--- src/rtl/arqrw_pkg.sv ---
// ----------------------------------------------------------------------------
// arqrw_pkg: shared types and constants for the ARQ receive window
// Sequence space, field widths, codes, sequencer states and the ring control
// structs used between the sequencer and the slot ring.
// ----------------------------------------------------------------------------
package arqrw_pkg;

	localparam int SEQ_W    = 31;
	localparam int LEN_W    = 11;
	localparam int HANDLE_W = 16;
	localparam int PLEN_W   = 16;
	localparam int WIN_W    = 6;

	localparam int DEF_WINDOW_DEPTH = 32;
	localparam int DEF_MAX_PAYLOAD  = 1024;

	// last valid sequence number; the space wraps to zero after it
	localparam logic [SEQ_W-1:0] SEQ_LIMIT = 31'd2147463647;
	// size of the sequence space
	localparam logic [31:0]      SEQ_SPAN  = 32'd2147463648;

	// packet kinds (code 3 behaves as other flags)
	localparam logic [1:0] KIND_DATA  = 2'd0;
	localparam logic [1:0] KIND_FIN   = 2'd1;
	localparam logic [1:0] KIND_OTHER = 2'd2;

	// result kinds
	localparam logic [1:0] RES_ACK     = 2'd0;
	localparam logic [1:0] RES_DELIVER = 2'd1;
	localparam logic [1:0] RES_FINISH  = 2'd2;

	// register indexes
	localparam logic [1:0] REG_MODE   = 2'd0;
	localparam logic [1:0] REG_WINDOW = 2'd1;
	localparam logic [1:0] REG_START  = 2'd2;

	// arq modes
	localparam logic MODE_GBN = 1'b0;
	localparam logic MODE_SR  = 1'b1;

	localparam logic [WIN_W-1:0] WINDOW_RESET = 6'd8;

	typedef enum logic [1:0] {
		ALU_DIFF,
		ALU_WRAP,
		ALU_INC
	} alu_op_t;

	typedef enum logic [3:0] {
		S_IDLE,
		S_DIFF,
		S_WRAP,
		S_PLACE,
		S_RD,
		S_DLV_RING,
		S_DLV_IN,
		S_ADV,
		S_CHK,
		S_ACK,
		S_FIN
	} state_t;

	typedef struct packed {
		logic clear;
		logic store;
		logic adv;
		logic rd;
	} ring_ctrl_t;

	typedef struct packed {
		logic head_held;
		logic slot_held;
	} ring_stat_t;

endpackage

--- src/rtl/arqrw_if.sv ---
// ----------------------------------------------------------------------------
// arqrw_if: valid/ready channels of the ARQ receive window
// Packet descriptor channel and result channel, each with source and sink.
// ----------------------------------------------------------------------------
interface arqrw_in_if;
	logic        valid;
	logic        ready;
	logic [30:0] seq_num;
	logic [1:0]  pkt_kind;
	logic [15:0] pkt_length;
	logic        checksum_ok;
	logic [15:0] buffer_handle;

	modport source (
		output valid, seq_num, pkt_kind, pkt_length, checksum_ok, buffer_handle,
		input  ready
	);
	modport sink (
		input  valid, seq_num, pkt_kind, pkt_length, checksum_ok, buffer_handle,
		output ready
	);
endinterface

interface arqrw_out_if;
	logic        valid;
	logic        ready;
	logic [1:0]  result_kind;
	logic [30:0] result_seq;
	logic [15:0] out_handle;
	logic [10:0] out_length;
	logic        last;

	modport source (
		output valid, result_kind, result_seq, out_handle, out_length, last,
		input  ready
	);
	modport sink (
		input  valid, result_kind, result_seq, out_handle, out_length, last,
		output ready
	);
endinterface

--- src/rtl/arqrw_alu.sv ---
// ----------------------------------------------------------------------------
// arqrw_alu: shared sequence arithmetic unit
// One 32-bit adder: sequence difference, wrap correction, wrapping increment.
// ----------------------------------------------------------------------------
module arqrw_alu (
	input  arqrw_pkg::alu_op_t op,
	input  logic [31:0]        a,
	input  logic [31:0]        b,
	output logic [31:0]        y
);
	import arqrw_pkg::*;

	logic [31:0] opb;
	logic        cin;
	logic [31:0] sum;

	always_comb begin
		case (op)
			ALU_DIFF: begin
				opb = ~b;
				cin = 1'b1;
			end
			ALU_WRAP: begin
				opb = SEQ_SPAN;
				cin = 1'b0;
			end
			ALU_INC: begin
				opb = 32'd0;
				cin = 1'b1;
			end
			default: begin
				opb = 32'd0;
				cin = 1'b0;
			end
		endcase
	end

	assign sum = a + opb + {31'd0, cin};

	// increment past the top of the sequence space wraps to zero
	assign y = (op == ALU_INC && a >= {1'b0, SEQ_LIMIT}) ? 32'd0 : sum;

endmodule

--- src/rtl/arqrw_ring.sv ---
// ----------------------------------------------------------------------------
// arqrw_ring: out-of-order slot ring
// Held bits and head pointer in flops, handle and length in a small memory
// written at base offset and read at the head with registered data.
// ----------------------------------------------------------------------------
module arqrw_ring #(
	parameter int WINDOW_DEPTH = arqrw_pkg::DEF_WINDOW_DEPTH,
	localparam int IDX_W = (WINDOW_DEPTH > 1) ? $clog2(WINDOW_DEPTH) : 1
) (
	input  logic                          clk,
	input  logic                          arst_n,
	input  arqrw_pkg::ring_ctrl_t         ctrl,
	input  logic [IDX_W-1:0]              off,
	input  logic [arqrw_pkg::HANDLE_W-1:0] wr_handle,
	input  logic [arqrw_pkg::LEN_W-1:0]    wr_length,
	output arqrw_pkg::ring_stat_t         stat,
	output logic [arqrw_pkg::HANDLE_W-1:0] rd_handle,
	output logic [arqrw_pkg::LEN_W-1:0]    rd_length
);
	import arqrw_pkg::*;

	logic [WINDOW_DEPTH-1:0] held_q;
	logic [IDX_W-1:0]        head_q;
	logic [IDX_W-1:0]        head_nxt;
	logic [IDX_W:0]          slot_sum;
	logic [IDX_W:0]          slot_mod;
	logic [IDX_W-1:0]        slot;

	logic [HANDLE_W-1:0] handle_mem [WINDOW_DEPTH];
	logic [LEN_W-1:0]    length_mem [WINDOW_DEPTH];
	logic [HANDLE_W-1:0] rd_handle_q;
	logic [LEN_W-1:0]    rd_length_q;

	// head + offset, modulo depth (offset is below the depth)
	assign slot_sum = {1'b0, head_q} + {1'b0, off};
	assign slot_mod = (slot_sum >= (IDX_W+1)'(WINDOW_DEPTH)) ?
		slot_sum - (IDX_W+1)'(WINDOW_DEPTH) : slot_sum;
	assign slot     = slot_mod[IDX_W-1:0];
	assign head_nxt = (head_q == IDX_W'(WINDOW_DEPTH - 1)) ? '0 : head_q + 1'b1;

	assign stat.head_held = held_q[head_q];
	assign stat.slot_held = held_q[slot];

	always_ff @(posedge clk or negedge arst_n) begin
		if (!arst_n) begin
			held_q <= '0;
			head_q <= '0;
		end else if (ctrl.clear) begin
			held_q <= '0;
			head_q <= '0;
		end else begin
			if (ctrl.store)
				held_q[slot] <= 1'b1;
			if (ctrl.adv) begin
				held_q[head_q] <= 1'b0;
				head_q         <= head_nxt;
			end
		end
	end

	always_ff @(posedge clk) begin
		if (ctrl.store) begin
			handle_mem[slot] <= wr_handle;
			length_mem[slot] <= wr_length;
		end
		if (ctrl.rd) begin
			rd_handle_q <= handle_mem[head_q];
			rd_length_q <= length_mem[head_q];
		end
	end

	assign rd_handle = rd_handle_q;
	assign rd_length = rd_length_q;

endmodule

--- src/rtl/arq_receive_window_top.sv ---
// ----------------------------------------------------------------------------
// arq_receive_window_top: go-back-N / selective-repeat receive window
// Takes packet descriptors, tracks the expected sequence number, holds
// out-of-order data in a slot ring and issues ACK, deliver and finish beats.
// ----------------------------------------------------------------------------
//
//  channel  | dir | handshake            | beat
//  ---------+-----+----------------------+-----------------------------------
//  in_ch    | in  | valid/ready          | one packet descriptor
//  out_ch   | out | valid/ready          | one result, last marks the final
//  cfg      | in  | cfg_write, no stall  | one register write by index
//
//  Steps: bare ACK; go-back-N in-order delivery: deliver, advance, ACK;
//  selective-repeat data beat: difference, wrap, place, ACK (difference,
//  ACK when past the sequence space), plus, per slot drained from the ring,
//  read, deliver, advance, check, all through the one shared adder.
//  Reset: arst_n clears mode, window (8), base (0), ring and finish flag; no
//  clearing pass, held bits clear together. A start_seq write restarts.
//  Stalls: in_ch is ready only while idle; every emitting state waits while
//  the output register is full and out_ch.ready is low.
//
module arq_receive_window_top #(
	parameter int WINDOW_DEPTH = arqrw_pkg::DEF_WINDOW_DEPTH,
	parameter int MAX_PAYLOAD  = arqrw_pkg::DEF_MAX_PAYLOAD
) (
	input  logic                      clk,
	input  logic                      arst_n,
	input  logic                      cfg_write,
	input  logic [1:0]                cfg_index,
	input  logic [arqrw_pkg::SEQ_W-1:0] cfg_data,
	arqrw_in_if.sink                  in_ch,
	arqrw_out_if.source               out_ch
);
	import arqrw_pkg::*;

	localparam int IDX_W = (WINDOW_DEPTH > 1) ? $clog2(WINDOW_DEPTH) : 1;

	state_t state_q, state_nxt;

	// configuration
	logic             mode_q;
	logic [WIN_W-1:0] wl_q;
	logic [WIN_W-1:0] win;
	logic             cfg_start;
	logic [SEQ_W-1:0] start_wrapped;

	// session state
	logic [SEQ_W-1:0] base_q;
	logic             done_q;

	// latched item
	logic [SEQ_W-1:0]    seq_q;
	logic [HANDLE_W-1:0] handle_q;
	logic [LEN_W-1:0]    len_q;
	logic [31:0]         diff_q;

	// output register
	logic                out_valid_q;
	logic [1:0]          okind_q;
	logic [SEQ_W-1:0]    oseq_q;
	logic [HANDLE_W-1:0] ohandle_q;
	logic [LEN_W-1:0]    olen_q;
	logic                olast_q;
	logic                out_free;

	// item decode at accept
	logic in_acc, in_good, in_hit;

	// window test on the offset
	logic in_win, off_zero;

	// sequencer outputs
	alu_op_t             alu_op;
	logic [31:0]         alu_a, alu_b, alu_y;
	ring_ctrl_t          ring_ctrl;
	ring_stat_t          ring_st;
	logic [HANDLE_W-1:0] rd_handle;
	logic [LEN_W-1:0]    rd_length;
	logic                load_diff, base_adv, set_done;
	logic                emit, e_last;
	logic [1:0]          e_kind;
	logic [SEQ_W-1:0]    e_seq;
	logic [HANDLE_W-1:0] e_handle;
	logic [LEN_W-1:0]    e_len;

	assign in_acc  = in_ch.valid && in_ch.ready;
	assign in_good = in_ch.checksum_ok && (in_ch.pkt_length <= PLEN_W'(MAX_PAYLOAD));
	assign in_hit  = (in_ch.seq_num == base_q);

	assign cfg_start     = cfg_write && (cfg_index == REG_START);
	assign start_wrapped = (cfg_data > SEQ_LIMIT) ? cfg_data - SEQ_SPAN[SEQ_W-1:0] : cfg_data;

	// window of zero counts as one, above the ring depth saturates
	assign win = (wl_q == '0) ? WIN_W'(1) :
		(wl_q > WIN_W'(WINDOW_DEPTH)) ? WIN_W'(WINDOW_DEPTH) : wl_q;

	assign in_win   = (diff_q[31:WIN_W] == '0) && (diff_q[WIN_W-1:0] < win);
	assign off_zero = (diff_q == 32'd0);

	assign out_free = !out_valid_q || out_ch.ready;

	arqrw_alu u_alu (
		.op (alu_op),
		.a  (alu_a),
		.b  (alu_b),
		.y  (alu_y)
	);

	arqrw_ring #(
		.WINDOW_DEPTH (WINDOW_DEPTH)
	) u_ring (
		.clk       (clk),
		.arst_n    (arst_n),
		.ctrl      (ring_ctrl),
		.off       (diff_q[IDX_W-1:0]),
		.wr_handle (handle_q),
		.wr_length (len_q),
		.stat      (ring_st),
		.rd_handle (rd_handle),
		.rd_length (rd_length)
	);

	// ------------------------------------------------------------------
	// next state
	// ------------------------------------------------------------------
	always_comb begin
		state_nxt = state_q;
		case (state_q)
			S_IDLE: begin
				if (in_acc && !done_q) begin
					if (mode_q == MODE_GBN) begin
						if (in_good && in_hit && in_ch.pkt_kind == KIND_FIN)
							state_nxt = S_FIN;
						else if (in_good && in_hit && in_ch.pkt_kind == KIND_DATA)
							state_nxt = S_DLV_IN;
						else
							state_nxt = S_ACK;
					end else if (in_good) begin
						if (in_ch.pkt_kind == KIND_FIN)
							state_nxt = in_hit ? S_FIN : S_IDLE;
						else if (in_ch.pkt_kind == KIND_DATA)
							state_nxt = S_DIFF;
						else
							state_nxt = S_ACK;
					end
				end
			end
			// sequence numbers past the limit are never in the window
			S_DIFF:     state_nxt = (seq_q > SEQ_LIMIT) ? S_ACK : S_WRAP;
			S_WRAP:     state_nxt = S_PLACE;
			S_PLACE:    state_nxt = (in_win && !ring_st.slot_held && off_zero) ? S_RD : S_ACK;
			S_RD:       state_nxt = S_DLV_RING;
			S_DLV_RING: state_nxt = out_free ? S_ADV : S_DLV_RING;
			S_DLV_IN:   state_nxt = out_free ? S_ADV : S_DLV_IN;
			S_ADV:      state_nxt = (mode_q == MODE_SR) ? S_CHK : S_ACK;
			S_CHK:      state_nxt = ring_st.head_held ? S_RD : S_ACK;
			S_ACK:      state_nxt = out_free ? S_IDLE : S_ACK;
			S_FIN:      state_nxt = out_free ? S_IDLE : S_FIN;
			default:    state_nxt = S_IDLE;
		endcase
	end

	// ------------------------------------------------------------------
	// sequencer outputs
	// ------------------------------------------------------------------
	always_comb begin
		in_ch.ready     = (state_q == S_IDLE);
		alu_op          = ALU_DIFF;
		alu_a           = {1'b0, seq_q};
		alu_b           = {1'b0, base_q};
		ring_ctrl.clear = cfg_start;
		ring_ctrl.store = 1'b0;
		ring_ctrl.adv   = 1'b0;
		ring_ctrl.rd    = 1'b0;
		load_diff       = 1'b0;
		base_adv        = 1'b0;
		set_done        = 1'b0;
		emit            = 1'b0;
		e_kind          = RES_ACK;
		e_seq           = base_q;
		e_handle        = '0;
		e_len           = '0;
		e_last          = 1'b0;
		case (state_q)
			S_DIFF: begin
				load_diff = 1'b1;
			end
			S_WRAP: begin
				// negative difference: add the sequence space back
				alu_op    = ALU_WRAP;
				alu_a     = diff_q;
				load_diff = diff_q[31];
			end
			S_PLACE: begin
				ring_ctrl.store = in_win && !ring_st.slot_held;
			end
			S_RD: begin
				ring_ctrl.rd = 1'b1;
			end
			S_DLV_RING: begin
				emit     = 1'b1;
				e_kind   = RES_DELIVER;
				e_seq    = base_q;
				e_handle = rd_handle;
				e_len    = rd_length;
			end
			S_DLV_IN: begin
				emit     = 1'b1;
				e_kind   = RES_DELIVER;
				e_seq    = seq_q;
				e_handle = handle_q;
				e_len    = len_q;
			end
			S_ADV: begin
				alu_op        = ALU_INC;
				alu_a         = {1'b0, base_q};
				ring_ctrl.adv = 1'b1;
				base_adv      = 1'b1;
			end
			S_ACK: begin
				emit   = 1'b1;
				e_kind = RES_ACK;
				e_seq  = (mode_q == MODE_SR) ? seq_q : base_q;
				e_last = 1'b1;
			end
			S_FIN: begin
				emit     = 1'b1;
				e_kind   = RES_FINISH;
				e_seq    = seq_q;
				e_last   = 1'b1;
				set_done = out_free;
			end
			default: begin
			end
		endcase
	end

	// ------------------------------------------------------------------
	// registers
	// ------------------------------------------------------------------
	always_ff @(posedge clk or negedge arst_n) begin
		if (!arst_n)
			state_q <= S_IDLE;
		else
			state_q <= state_nxt;
	end

	always_ff @(posedge clk or negedge arst_n) begin
		if (!arst_n) begin
			mode_q <= MODE_GBN;
			wl_q   <= WINDOW_RESET;
			base_q <= '0;
			done_q <= 1'b0;
		end else begin
			if (cfg_write && cfg_index == REG_MODE)
				mode_q <= cfg_data[0];
			if (cfg_write && cfg_index == REG_WINDOW)
				wl_q <= cfg_data[WIN_W-1:0];
			if (cfg_start) begin
				base_q <= start_wrapped;
				done_q <= 1'b0;
			end else begin
				if (base_adv)
					base_q <= alu_y[SEQ_W-1:0];
				if (set_done)
					done_q <= 1'b1;
			end
		end
	end

	// item payload and offset
	always_ff @(posedge clk) begin
		if (in_acc) begin
			seq_q    <= in_ch.seq_num;
			handle_q <= in_ch.buffer_handle;
			len_q    <= in_ch.pkt_length[LEN_W-1:0];
		end
		if (load_diff)
			diff_q <= alu_y;
	end

	// output register
	always_ff @(posedge clk or negedge arst_n) begin
		if (!arst_n)
			out_valid_q <= 1'b0;
		else if (emit && out_free)
			out_valid_q <= 1'b1;
		else if (out_ch.ready)
			out_valid_q <= 1'b0;
	end

	always_ff @(posedge clk) begin
		if (emit && out_free) begin
			okind_q   <= e_kind;
			oseq_q    <= e_seq;
			ohandle_q <= e_handle;
			olen_q    <= e_len;
			olast_q   <= e_last;
		end
	end

	assign out_ch.valid       = out_valid_q;
	assign out_ch.result_kind = okind_q;
	assign out_ch.result_seq  = oseq_q;
	assign out_ch.out_handle  = ohandle_q;
	assign out_ch.out_length  = olen_q;
	assign out_ch.last        = olast_q;

	// ------------------------------------------------------------------
	// assertions
	// ------------------------------------------------------------------
	a_base_in_space: assert property (@(posedge clk) disable iff (!arst_n)
		base_q <= SEQ_LIMIT)
		else $error("base sequence left the sequence space");

	a_offset_in_space: assert property (@(posedge clk) disable iff (!arst_n)
		(state_q == S_PLACE) |-> (!diff_q[31] && diff_q[30:0] <= SEQ_LIMIT))
		else $error("window offset not reduced into the sequence space");

	a_fin_sets_done: assert property (@(posedge clk) disable iff (!arst_n)
		(state_q == S_FIN && out_free && !cfg_start) |=> done_q)
		else $error("finish beat did not close the session");

	a_done_silent: assert property (@(posedge clk) disable iff (!arst_n)
		(in_acc && done_q) |=> (state_q == S_IDLE && !emit))
		else $error("item after finish started work");

endmodule
--- src/flat_wrapper.sv ---
// flat-port wrapper written by rule: the top's interface ports become plain ports
module arq_receive_window_top_flat import arqrw_pkg::*;
#(
	parameter int WINDOW_DEPTH = arqrw_pkg::DEF_WINDOW_DEPTH,
	parameter int MAX_PAYLOAD  = arqrw_pkg::DEF_MAX_PAYLOAD
)
  (clk, arst_n, cfg_write, cfg_index, cfg_data, in_ch_valid, in_ch_seq_num, in_ch_pkt_kind, in_ch_pkt_length, in_ch_checksum_ok, in_ch_buffer_handle, in_ch_ready, out_ch_valid, out_ch_result_kind, out_ch_result_seq, out_ch_out_handle, out_ch_out_length, out_ch_last, out_ch_ready);
  arqrw_in_if in_ch_i ();
  arqrw_out_if out_ch_i ();
  input  logic clk;
  input  logic arst_n;
  input  logic cfg_write;
  input  logic [1:0] cfg_index;
  input  logic [arqrw_pkg::SEQ_W-1:0] cfg_data;
  input wire logic [$bits(in_ch_i.valid)-1:0] in_ch_valid;
  input wire logic [$bits(in_ch_i.seq_num)-1:0] in_ch_seq_num;
  input wire logic [$bits(in_ch_i.pkt_kind)-1:0] in_ch_pkt_kind;
  input wire logic [$bits(in_ch_i.pkt_length)-1:0] in_ch_pkt_length;
  input wire logic [$bits(in_ch_i.checksum_ok)-1:0] in_ch_checksum_ok;
  input wire logic [$bits(in_ch_i.buffer_handle)-1:0] in_ch_buffer_handle;
  output wire logic [$bits(in_ch_i.ready)-1:0] in_ch_ready;
  output wire logic [$bits(out_ch_i.valid)-1:0] out_ch_valid;
  output wire logic [$bits(out_ch_i.result_kind)-1:0] out_ch_result_kind;
  output wire logic [$bits(out_ch_i.result_seq)-1:0] out_ch_result_seq;
  output wire logic [$bits(out_ch_i.out_handle)-1:0] out_ch_out_handle;
  output wire logic [$bits(out_ch_i.out_length)-1:0] out_ch_out_length;
  output wire logic [$bits(out_ch_i.last)-1:0] out_ch_last;
  input wire logic [$bits(out_ch_i.ready)-1:0] out_ch_ready;
  assign in_ch_i.valid = in_ch_valid;
  assign in_ch_i.seq_num = in_ch_seq_num;
  assign in_ch_i.pkt_kind = in_ch_pkt_kind;
  assign in_ch_i.pkt_length = in_ch_pkt_length;
  assign in_ch_i.checksum_ok = in_ch_checksum_ok;
  assign in_ch_i.buffer_handle = in_ch_buffer_handle;
  assign in_ch_ready = in_ch_i.ready;
  assign out_ch_valid = out_ch_i.valid;
  assign out_ch_result_kind = out_ch_i.result_kind;
  assign out_ch_result_seq = out_ch_i.result_seq;
  assign out_ch_out_handle = out_ch_i.out_handle;
  assign out_ch_out_length = out_ch_i.out_length;
  assign out_ch_last = out_ch_i.last;
  assign out_ch_i.ready = out_ch_ready;
  arq_receive_window_top #(.WINDOW_DEPTH(WINDOW_DEPTH), .MAX_PAYLOAD(MAX_PAYLOAD)) u_core (.clk(clk), .arst_n(arst_n), .cfg_write(cfg_write), .cfg_index(cfg_index), .cfg_data(cfg_data), .in_ch(in_ch_i), .out_ch(out_ch_i));
endmodule
--- config.mk ---
export PLATFORM = sky130hd
export DESIGN_NAME = arq_receive_window_top_flat
export DESIGN_NICKNAME = d
export VERILOG_FILES = /design/src/rtl/arqrw_pkg.sv /design/src/rtl/arqrw_if.sv /design/src/rtl/arqrw_alu.sv /design/src/rtl/arqrw_ring.sv /design/src/rtl/arq_receive_window_top.sv /design/src/flat_wrapper.sv
export SDC_FILE = /design/constraint.sdc
export NUM_CORES = 1
export LEC_CHECK = 0
export ABC_AREA = 1
export BUFFER_PORTS_ARGS = -buffer_cell sky130_fd_sc_hd__buf_4
export CAP_MARGIN = 40
export CORE_ASPECT_RATIO = 0.9
export CORE_MARGIN = 2
export CORE_UTILIZATION = 45
export DETAILED_ROUTE_END_ITERATION = 8
export PLACE_DENSITY = 0.71
export SYNTH_ARGS = -nofsm -noshare
export SYNTH_HDL_FRONTEND = slang
export SYNTH_SLANG_ARGS = --single-unit
--- constraint.sdc ---
create_clock -name clk -period 7 [get_ports clk]
set_input_delay 1.05 -clock clk [delete_from_list [all_inputs] [get_ports clk]]
set_output_delay 1.05 -clock clk [all_outputs]
set_load 0.1 [all_outputs]
==> summary.txt <==
Floorplanning
  – Area of the die: ~110000 um^2
  – Die X: between 300 and 400 um
  – Initial Utilization: 0.454
  – Core footprint: 106000 um^2
  – Die Ht: 314 um
  – Ports: 167
  – Rows: 113

GRT
  – Initial antenna violation count: 3
  – Largest net degree at the start of global routing: approximately 180
  – Vias in the first global route: 31668
  – Total GRT Usage: 0.253
  – Congestion Overflow GR: 0
  – First-pass GRT wire length: around 200000 um

STA
  – Final worst slack: approximately 2100 ps
  – Tmin final: ~4900 ps
  – Clock skew: approximately 63 ps
  – Slew @ Worst Pin: about 1000 ps
  – Setup TNS: 0 ps
  – Final Max Slew Viols: 0
  – Hold Violations, Final: 0
  – F_max: about 0.20 GHz
  – Setup-failing EPs final: 0
  – RSZ-0062 raised after global routing: false
  – Slew margin rel.: 0.309
  – Tcrit/Tclk final: 0.701

Flow run
  – Max-cap viol count: 0

Synthesis
  – Post-synth EDFFs: ~1000
  – Ys Warns: 0
  – Synth area leader: edfxtp_1
  – Post-Syn Instances: slightly above 4000
  – Ys flop type: edfxtp_1
  – Count of cell types in the netlist: 51
  – Area contributors post-synth: edfxtp_1 (65%), o21ai_0 (5.9%), nor2_1 (5.3%), dfrtp_1 (4.2%), nand2_1 (3.4%)
  – Yosys top cell area share: 0.653
  – FF+latch count, synth: 1123
  – Syn avg cell area: between 10 and 15 um^2
  – Post-Syn Nets: around 4200
  – Mapped Area: ~48000 um^2
  – Post-synth ARST share: 0.0721
  – Seq/Total Area, Yosys: 0.695

Layout
  – Nets@finish: between 4000 and 5000
  – Layout cells sized above 1: 0.113
  – Synthesis-to-layout area growth: 14.0%
  – Diode count: 0
  – Layout fillers: around 8800
  – Final Cell Area: about 55000 um^2
  – Final std cells w/o fill: ~5700

Power and ir drop
  – Pwr Total: ~19 mW
  – P_leak: ~19 nW
  – VDD IR-drop max: between 0.2 and 0.25 mV
  – Pwr dens: roughly 340 nW/um^2

Drt
  – Drt via density: between 5 and 6
  – Routed WL per cell: between 20 and 25 um
  – Drt drc: 0
  – Detailed Route Iter0 Violations: between 4000 and 5000
  – Routed vias: 33831
  – Final ANT Viol Nets: 0
  – First-pass iteration count of the detailed router: 6
  – Final wirelength: 142000 um

Clock network
  – Worst-path clk slew: ~60 ps
  – Total clock sinks: 1123
  – Hold buffers post-CTS: 0
  – H-tree depth: 3
  – CTS tree: yes
  – CTS resizes: 0
  – CTS Buf Count: between 100 and 150
  – CTS root buffer: clkbuf_16
  – Worst-case clock buffer depth: 3
  – Later-pin clock latency in the skew report: 740 ps
  – Setup bufs post-CTS: 0

Place
  – RD Place Congestion: 0.953
  – Dpl ws: between 2000 and 2500 ps
  – Sum of net half-perimeters after detailed placement: roughly 90000 um
  – Port bufs: ~170
  – DP Area: a little over 50000 um^2
  – Placed cells: about 5500

Worst setup path
  – Crit path cell chain: ha_1, fa_1, inv_1, nand2_1, inv_1, nand2_1, o2111ai_1, nand2_1, a21oi_1, o21ai_0, nand2_1, nor4_2, nand2_1, buf_16, nor2_4
  – CP startpoint kind: register
  – Worst Path Max Fanout: 27
  – Crit-path leading delay family: simple AND/OR/NAND/NOR gates
  – Setup crit end kind: register
  – Slowest-stage cell, CP: nor2_4
  – Critical Path AT: ~5200 ps
  – Bufs and invs on worst path: 3
  – Register-to-register setup slack: ~2100 ps
  – Crit path largest cell delay: 680 ps
  – CP required: 7310 ps
  – Worst setup path class: reg -> reg
  – Top cell by count, worst path: nand2_1

Worst hold path
  – HP Class: in -> async

Status
  – Status: completed
## worst reg2reg max path: stages, from the launching register on
cell and delay, ps:
dfrtp_4 520, ha_1 250, fa_1 550, inv_1 50, nand2_1 460, inv_1 220, nand2_1 110, o2111ai_1 180
nand2_1 110, a21oi_1 70, o21ai_0 170, nand2_1 130, nor4_2 340, nand2_1 360, buf_16 280, nor2_4 680
## flip-flops by register name (all words and copies together) (netlist names), 2 cells and up
signal,flops
u_core.u_ring.held_q,32
u_core.wl_q,6
u_core.u_ring.rd_handle,16
u_core.out_ch.out_handle,16
u_core.out_ch.out_length,11
u_core.u_ring.handle_mem,512
u_core.handle_q,16
u_core.seq_q,31
u_core.state_q,4
u_core.out_ch.result_seq,31
u_core.out_ch.result_kind,2
u_core.diff_q,32
u_core.u_ring.head_q,5
u_core.u_ring.length_mem,352
u_core.len_q,11
u_core.u_ring.rd_length,11
u_core.base_q,31
## final timing paths
kind | start | to | cells past startpoint
worst max-delay path | u_core.u_ring.head_q[0] | u_core.u_ring.handle_mem[2][7] | 15
worst min-delay path | arst_n | u_core.base_q[24] | 1
worst max register to register | u_core.u_ring.head_q[0] | u_core.u_ring.handle_mem[2][7] | 15
worst min register to register | u_core.u_ring.held_q[17] | u_core.u_ring.held_q[17] | 2
max in group asynchronous | arst_n | u_core.u_ring.held_q[24] | 3
min in group clk | u_core.u_ring.held_q[17] | u_core.u_ring.held_q[17] | 2
## synth_stat cells (34+ instances only)
cell      count
nand3_1      83
xnor2_1      34
dfrtp_1      80
edfxtp_1   1042
clkbuf_1    185
nand2_1     438
a22o_1       77
ha_1         46
a21oi_1      99
a31oi_1      37
o22ai_1     225
o21ai_0     564
inv_1       219
a221oi_1     53
nor2_1      671
## cells in the final DEF (no fill, tap or decap), types with 13 or more instances in the layout
cell type,n
a21oi_1,97
a221oi_1,53
a22o_1,77
a31oi_1,37
buf_4,222
clkbuf_1,20
clkbuf_16,108
clkinv_1,30
clkinv_2,24
dfrtp_1,78
edfxtp_1,1042
ha_1,46
inv_1,218
nand2_1,437
nand3_1,83
nand4_1,25
nor2_1,633
nor2_4,38
nor3_1,18
nor4_1,13
o211ai_1,17
o21ai_0,564
o22ai_1,225
xnor2_1,34
xor2_1,23
## area by class of cell
type                    instances  area [um^2]  share of cell area
multi-input cells            2502        13200               0.242
well taps                    1380         1730              0.0316
inverters                     225          857              0.0157
clock buffers                 128         2780              0.0508
clock inverters                76          644              0.0118
flip-flops and latches       1123        33300               0.610
repair buffers                243         2100              0.0384
## layer usage
layer,global-route usage,vias up,share of wire
li1,-,15107,-
met1,0.359,16560,0.41
met3,0.0568,276,0.11
met5,0.00174,-,0.000092
met4,0.103,2,0.043
met2,0.381,1886,0.44
## logic make-up (layout without fill, tap and decap cells)
logic type,Yosys count,in the layout,synth area share
compound gates,1115,1115,0.137
xor+xnor,57,57,0.0104
fa+ha+maj,49,49,0.0133
buf+inv,447,672,0.0363
flops,1123,1123,0.695
mux,4,4,0.000940
simple gates,1277,1277,0.106
## through the flow
stage	hold WS [ps]	utilization
2_1_floorplan	463	-
3_3_place_gp	477	0.482
3_5_place_dp	487	0.485
4_1_cts	200	0.517
5_1_grt	215	0.517
6_report	234	0.517
## power by group
part,internal [mW],switching (mW)
registers,8.11,0.248
logic,1.15,3.61
clock network,3.11,2.61
total,12.4,6.47
Note: power is estimated with default switching activity, not from simulation.
